## src/bop_pkg.sv

```systemverilog
// ----------------------------------------------------------------------------
// Branch outcome predictor package
// Prediction modes, table constants and the decision record shared by the
// decision logic and the top level.
// ----------------------------------------------------------------------------
package bop_pkg;

  localparam int unsigned TABLE_ENTRIES_DEF = 1024;

  localparam int unsigned PC_W  = 64;
  localparam int unsigned OFF_W = 13;
  localparam int unsigned CTR_W = 2;
  localparam int unsigned CNT_W = 32;

  localparam logic [1:0] MODE_ALWAYS_TAKEN = 2'd0;
  localparam logic [1:0] MODE_ALWAYS_NOT   = 2'd1;
  localparam logic [1:0] MODE_ONE_BIT      = 2'd2;
  localparam logic [1:0] MODE_TWO_BIT      = 2'd3;

  localparam logic [CTR_W-1:0] CTR_MAX     = 2'd3;
  localparam logic [CTR_W-1:0] CTR_MIN     = 2'd0;
  localparam logic [CTR_W-1:0] CTR_WEAK_NT = 2'd1;
  localparam logic [PC_W-1:0]  PC_STEP     = 64'd4;

  localparam logic [CNT_W-1:0] CNT_MAX = '1;

  typedef struct packed {
    logic             pred;
    logic             actual;
    logic             right;
    logic             tbl_we;
    logic [CTR_W-1:0] ctr_n;
    logic [PC_W-1:0]  target;
  } bop_dec_t;

endpackage

```

## src/bop_decide.sv

```systemverilog
// ----------------------------------------------------------------------------
// Branch outcome predictor decision logic
// Forms the prediction, the outcome, the new counter and the target for one
// resolved branch from its table entry as looked up.
// ----------------------------------------------------------------------------
module bop_decide (
  input  logic [1:0]                  mode_i,
  input  logic [bop_pkg::PC_W-1:0]    pc_i,
  input  logic [bop_pkg::PC_W-1:0]    npc_i,
  input  logic signed [bop_pkg::OFF_W-1:0] off_i,
  input  logic                        hit_i,
  input  logic [bop_pkg::CTR_W-1:0]   ctr_i,
  output bop_pkg::bop_dec_t           dec_o
);
  import bop_pkg::*;

  logic [PC_W-1:0]  seq_pc;
  logic [PC_W-1:0]  taken_pc;
  logic             actual;
  logic             dyn_pred;
  logic [CTR_W-1:0] two_ctr;

  assign seq_pc   = pc_i + PC_STEP;
  assign taken_pc = pc_i + {{(PC_W-OFF_W){off_i[OFF_W-1]}}, off_i};
  assign actual   = (npc_i - pc_i) != PC_STEP;
  assign dyn_pred = hit_i & ctr_i[CTR_W-1];

  // A first encounter starts the counter at weakly not-taken if taken, else at zero.
  always_comb begin
    priority if (!hit_i) begin
      two_ctr = actual ? CTR_WEAK_NT : CTR_MIN;
    end else if (actual) begin
      two_ctr = (ctr_i == CTR_MAX) ? CTR_MAX : ctr_i + CTR_W'(1);
    end else begin
      two_ctr = (ctr_i == CTR_MIN) ? CTR_MIN : ctr_i - CTR_W'(1);
    end
  end

  always_comb begin
    dec_o        = '0;
    dec_o.actual = actual;
    unique case (mode_i)
      MODE_ALWAYS_TAKEN: begin
        dec_o.pred   = 1'b1;
        dec_o.target = taken_pc;
      end
      MODE_ALWAYS_NOT: begin
        dec_o.pred   = 1'b0;
        dec_o.target = seq_pc;
      end
      MODE_ONE_BIT: begin
        dec_o.pred   = dyn_pred;
        dec_o.tbl_we = 1'b1;
        dec_o.ctr_n  = actual ? CTR_MAX : CTR_MIN;
        dec_o.target = npc_i;
      end
      default: begin
        dec_o.pred   = dyn_pred;
        dec_o.tbl_we = 1'b1;
        dec_o.ctr_n  = two_ctr;
        dec_o.target = two_ctr[CTR_W-1] ? taken_pc : seq_pc;
      end
    endcase
    dec_o.right = (dec_o.pred == actual);
  end

endmodule

```

## config.mk

```make
export PLATFORM = sky130hd
export DESIGN_NAME = bop_decide
export DESIGN_NICKNAME = d
export VERILOG_FILES = /design/src/bop_pkg.sv /design/src/bop_decide.sv
export SDC_FILE = /design/constraint.sdc
export NUM_CORES = 1
export LEC_CHECK = 0
export BUFFER_PORTS_ARGS = -buffer_cell sky130_fd_sc_hd__buf_2
export CAP_MARGIN = 30
export CORE_ASPECT_RATIO = 0.5
export CORE_UTILIZATION = 60
export DETAILED_ROUTE_END_ITERATION = 8
export GPL_ROUTABILITY_DRIVEN = 0
export PLACE_DENSITY = 0.85
export RECOVER_POWER = 50
export SLEW_MARGIN = 25
export SYNTH_ARGS = -nofsm -noshare
export SYNTH_HDL_FRONTEND = slang
export SYNTH_SLANG_ARGS = --single-unit
```

## constraint.sdc

```tcl
create_clock -name vclk -period 10
set_clock_uncertainty 0.15 [all_clocks]
set_input_delay 2 -clock vclk [all_inputs]
set_output_delay 2 -clock vclk [all_outputs]
set_load 0.005 [all_outputs]
```

==> reports/qor.csv <==
metric,value,unit
CORE AREA,18700,um2
Worst EP required,7850,ps
HPWL after detailed placement,42.3,mm
max capacitance violation total,1,
# rows,35,
Fillers,1735,
WL final,51.1,mm
ANT nets after route,0,
Total GRT Usage,0.489,
Worst setup SP type,primary input,
Initial DRC Count,3288,
die area,20100,um2
period utilization,0.981,
Synth cell types,80,
share of cells above drive strength 1,0.138,
worst hold path depth,4,
# IOs,216,
Worst setup EP type,output port,
Synth Warn #,0,
"top cells by area, synth","ha_1 (14%), xnor2_1 (8.3%), a21oi_1 (6.9%)",
worst hold path endpoint,dec_o[63],
"commonest cells after routing, fill and taps aside","buf_2 (192), nand2_1 (183), a21oi_1 (161), nor2_1 (138), ha_1 (127)",
"Core Util, Final",0.692,
Setup Crit Path Kind,in2out,
post-route minimum period,9810,ps
Post-route DRC,50,
Placed Cells,2218,
cell count after synthesis,1803,
worst endpoint data arrival time,7660,ps
failing checks,"DRC, capacitance limit, slew limit",
Setup TNS,0,ps
DR vias/cell,7.34,
register area,0,um2
Nets,2236,
sequential cell count,0,
wire length per cell,23.0,um
initial antenna violation count,5,
f_max,102,MHz
Final Setup Violations,0,
first-pass GRT wire length,77.0,mm
worst vdd ir,0.0408,mV
"area leader, netlist",ha_1,
syn_nets,2077,
status,"complete, but fails checks",
worst-path maximum fanout,17,
total grt overflow,0,
number of clock buffers in the layout,0,
RSZ-0062 raised after global routing,no,
number of global-route vias before repair,13800,
mapped cell area,11700,um2
sequential share of the synthesized area,0,
Die Ht,101,um
Slew Limit Headroom,-0.246,
largest net degree at the start of global routing,45,
Syn Area/Cell,6.48,um2
share of the synthesized area in the top cell type,0.136,
WHS,4170,ps
worst slew pin tran,1870,ps
Die X,199,um
Final Hold Viols,0,
input/output buffers,216,
final std cells w/o fill,2223,
Pwr per Cell Area,72.2,nW/um2
vias post-DR,16300,
"Slew Viols, Final",32,
"commonest non-fill, non-tap cell in the layout",buf_2,
DR pass1 iterations,9,
Area growth syn-to-layout,11.2,%
min-delay src,npc_i[63],
Pleak,5.56,nW
worst hold path class,in2out,
Initial Util,0.623,
==> power breakdown <==
| part | internal [mW] | leakage (nW) | switching, mW | total [mW] |
|---|---|---|---|---|
| Sequential | 0 | 0 | 0 | 0 |
| Combinational | 0.347 | 5.56 | 0.590 | 0.938 |
| Clock | 0.0000000536 | 0.0000254 | 0 | 0.0000000536 |
==> synthesized netlist by cell type (11+ instances only) <==
cell      count
a211oi_1     17
a21o_1       59
a21oi_1     161
a22oi_1      20
a31oi_1      12
and2_1       11
and3_1       18
clkbuf_1     81
ha_1        127
inv_1        97
mux2i_1      37
nand2_1     183
nand2b_1     21
nand3_1      62
nand4_1      54
nor2_1      140
nor2b_1      19
nor3_1       54
nor4_1       26
o211ai_1     24
o21a_1       33
o21ai_0     107
o21bai_1     23
o221ai_1     41
o22ai_1      17
or3_1        23
xnor2_1     111
xor2_1       39
==> metrics by stage <==
stage	setup slack (ps)	total power, mW	cell area [um2]
2_1_floorplan	1350	0.591	11700
4_1_cts	236	0.881	13000
3_3_place_gp	539	0.868	13000
5_1_grt	75.8	0.987	13000
3_5_place_dp	274	0.875	13000
6_report	189	0.938	13000
==> worst max-delay path: stages <==
cell and delay, ps:
buf_2 140, inv_1 120, ha_1 420, a21oi_1 330, o21ai_0 260, a22o_1 310
a211oi_1 500, clkbuf_1 220, o21ai_1 110, mux2i_1 130, a211o_1 310, a2111oi_0 530
nand4b_1 260, or4_4 700, maj3_2 390, and2_1 180, buf_4 240, a221o_1 370
buf_2 130
==> area by class of cell <==
type | count | area (um2) | area share
antenna | 4 | 10.0 | 0.000771
multi-input combinational | 1614 | 11000 | 0.845
timing repair buffer | 249 | 1310 | 0.101
tap | 259 | 324 | 0.0250
inverter | 97 | 364 | 0.0281
==> worst max path at each step <==
stage                         from  slack (ps)  depth (start not counted)         to
after floorplan            pc_i[9]        1350                         18  dec_o[12]
after global placement     pc_i[9]         540                         17   dec_o[0]
after detailed placement   pc_i[9]         270                         18   dec_o[0]
after CTS                  pc_i[9]         240                         18   dec_o[0]
after global routing      pc_i[11]          80                         19   dec_o[0]
final                     pc_i[11]         190                         19   dec_o[0]
==> kinds of logic (layout without fill, tap and decap cells) <==
family,count (synthesis),in the layout,synth area share
AO/OA/AOI/OAI,644,644,0.379
XOR/XNOR,150,150,0.113
adder cells (fa/ha/maj),129,129,0.139
buffers and inverters,189,346,0.0628
multiplexers,38,38,0.0327
other,0,4,0
AND/OR/NAND/NOR,653,653,0.274
==> repair_timing <==
item                                    CTS  global route
hold buffers                              0             0
endpoints found under the setup margin    0            21
gates resized for setup                   0             1
buffers inserted                          0             0
==> routing by layer <==
metal	up-vias	wire, um	global-route usage
met4	2	2340	0.136
li1	7163	-	-
met3	282	10600	0.248
met2	1561	17900	0.632
met1	7299	20200	0.687
met5	-	40	0
Note: power is estimated with default switching activity, not from simulation.
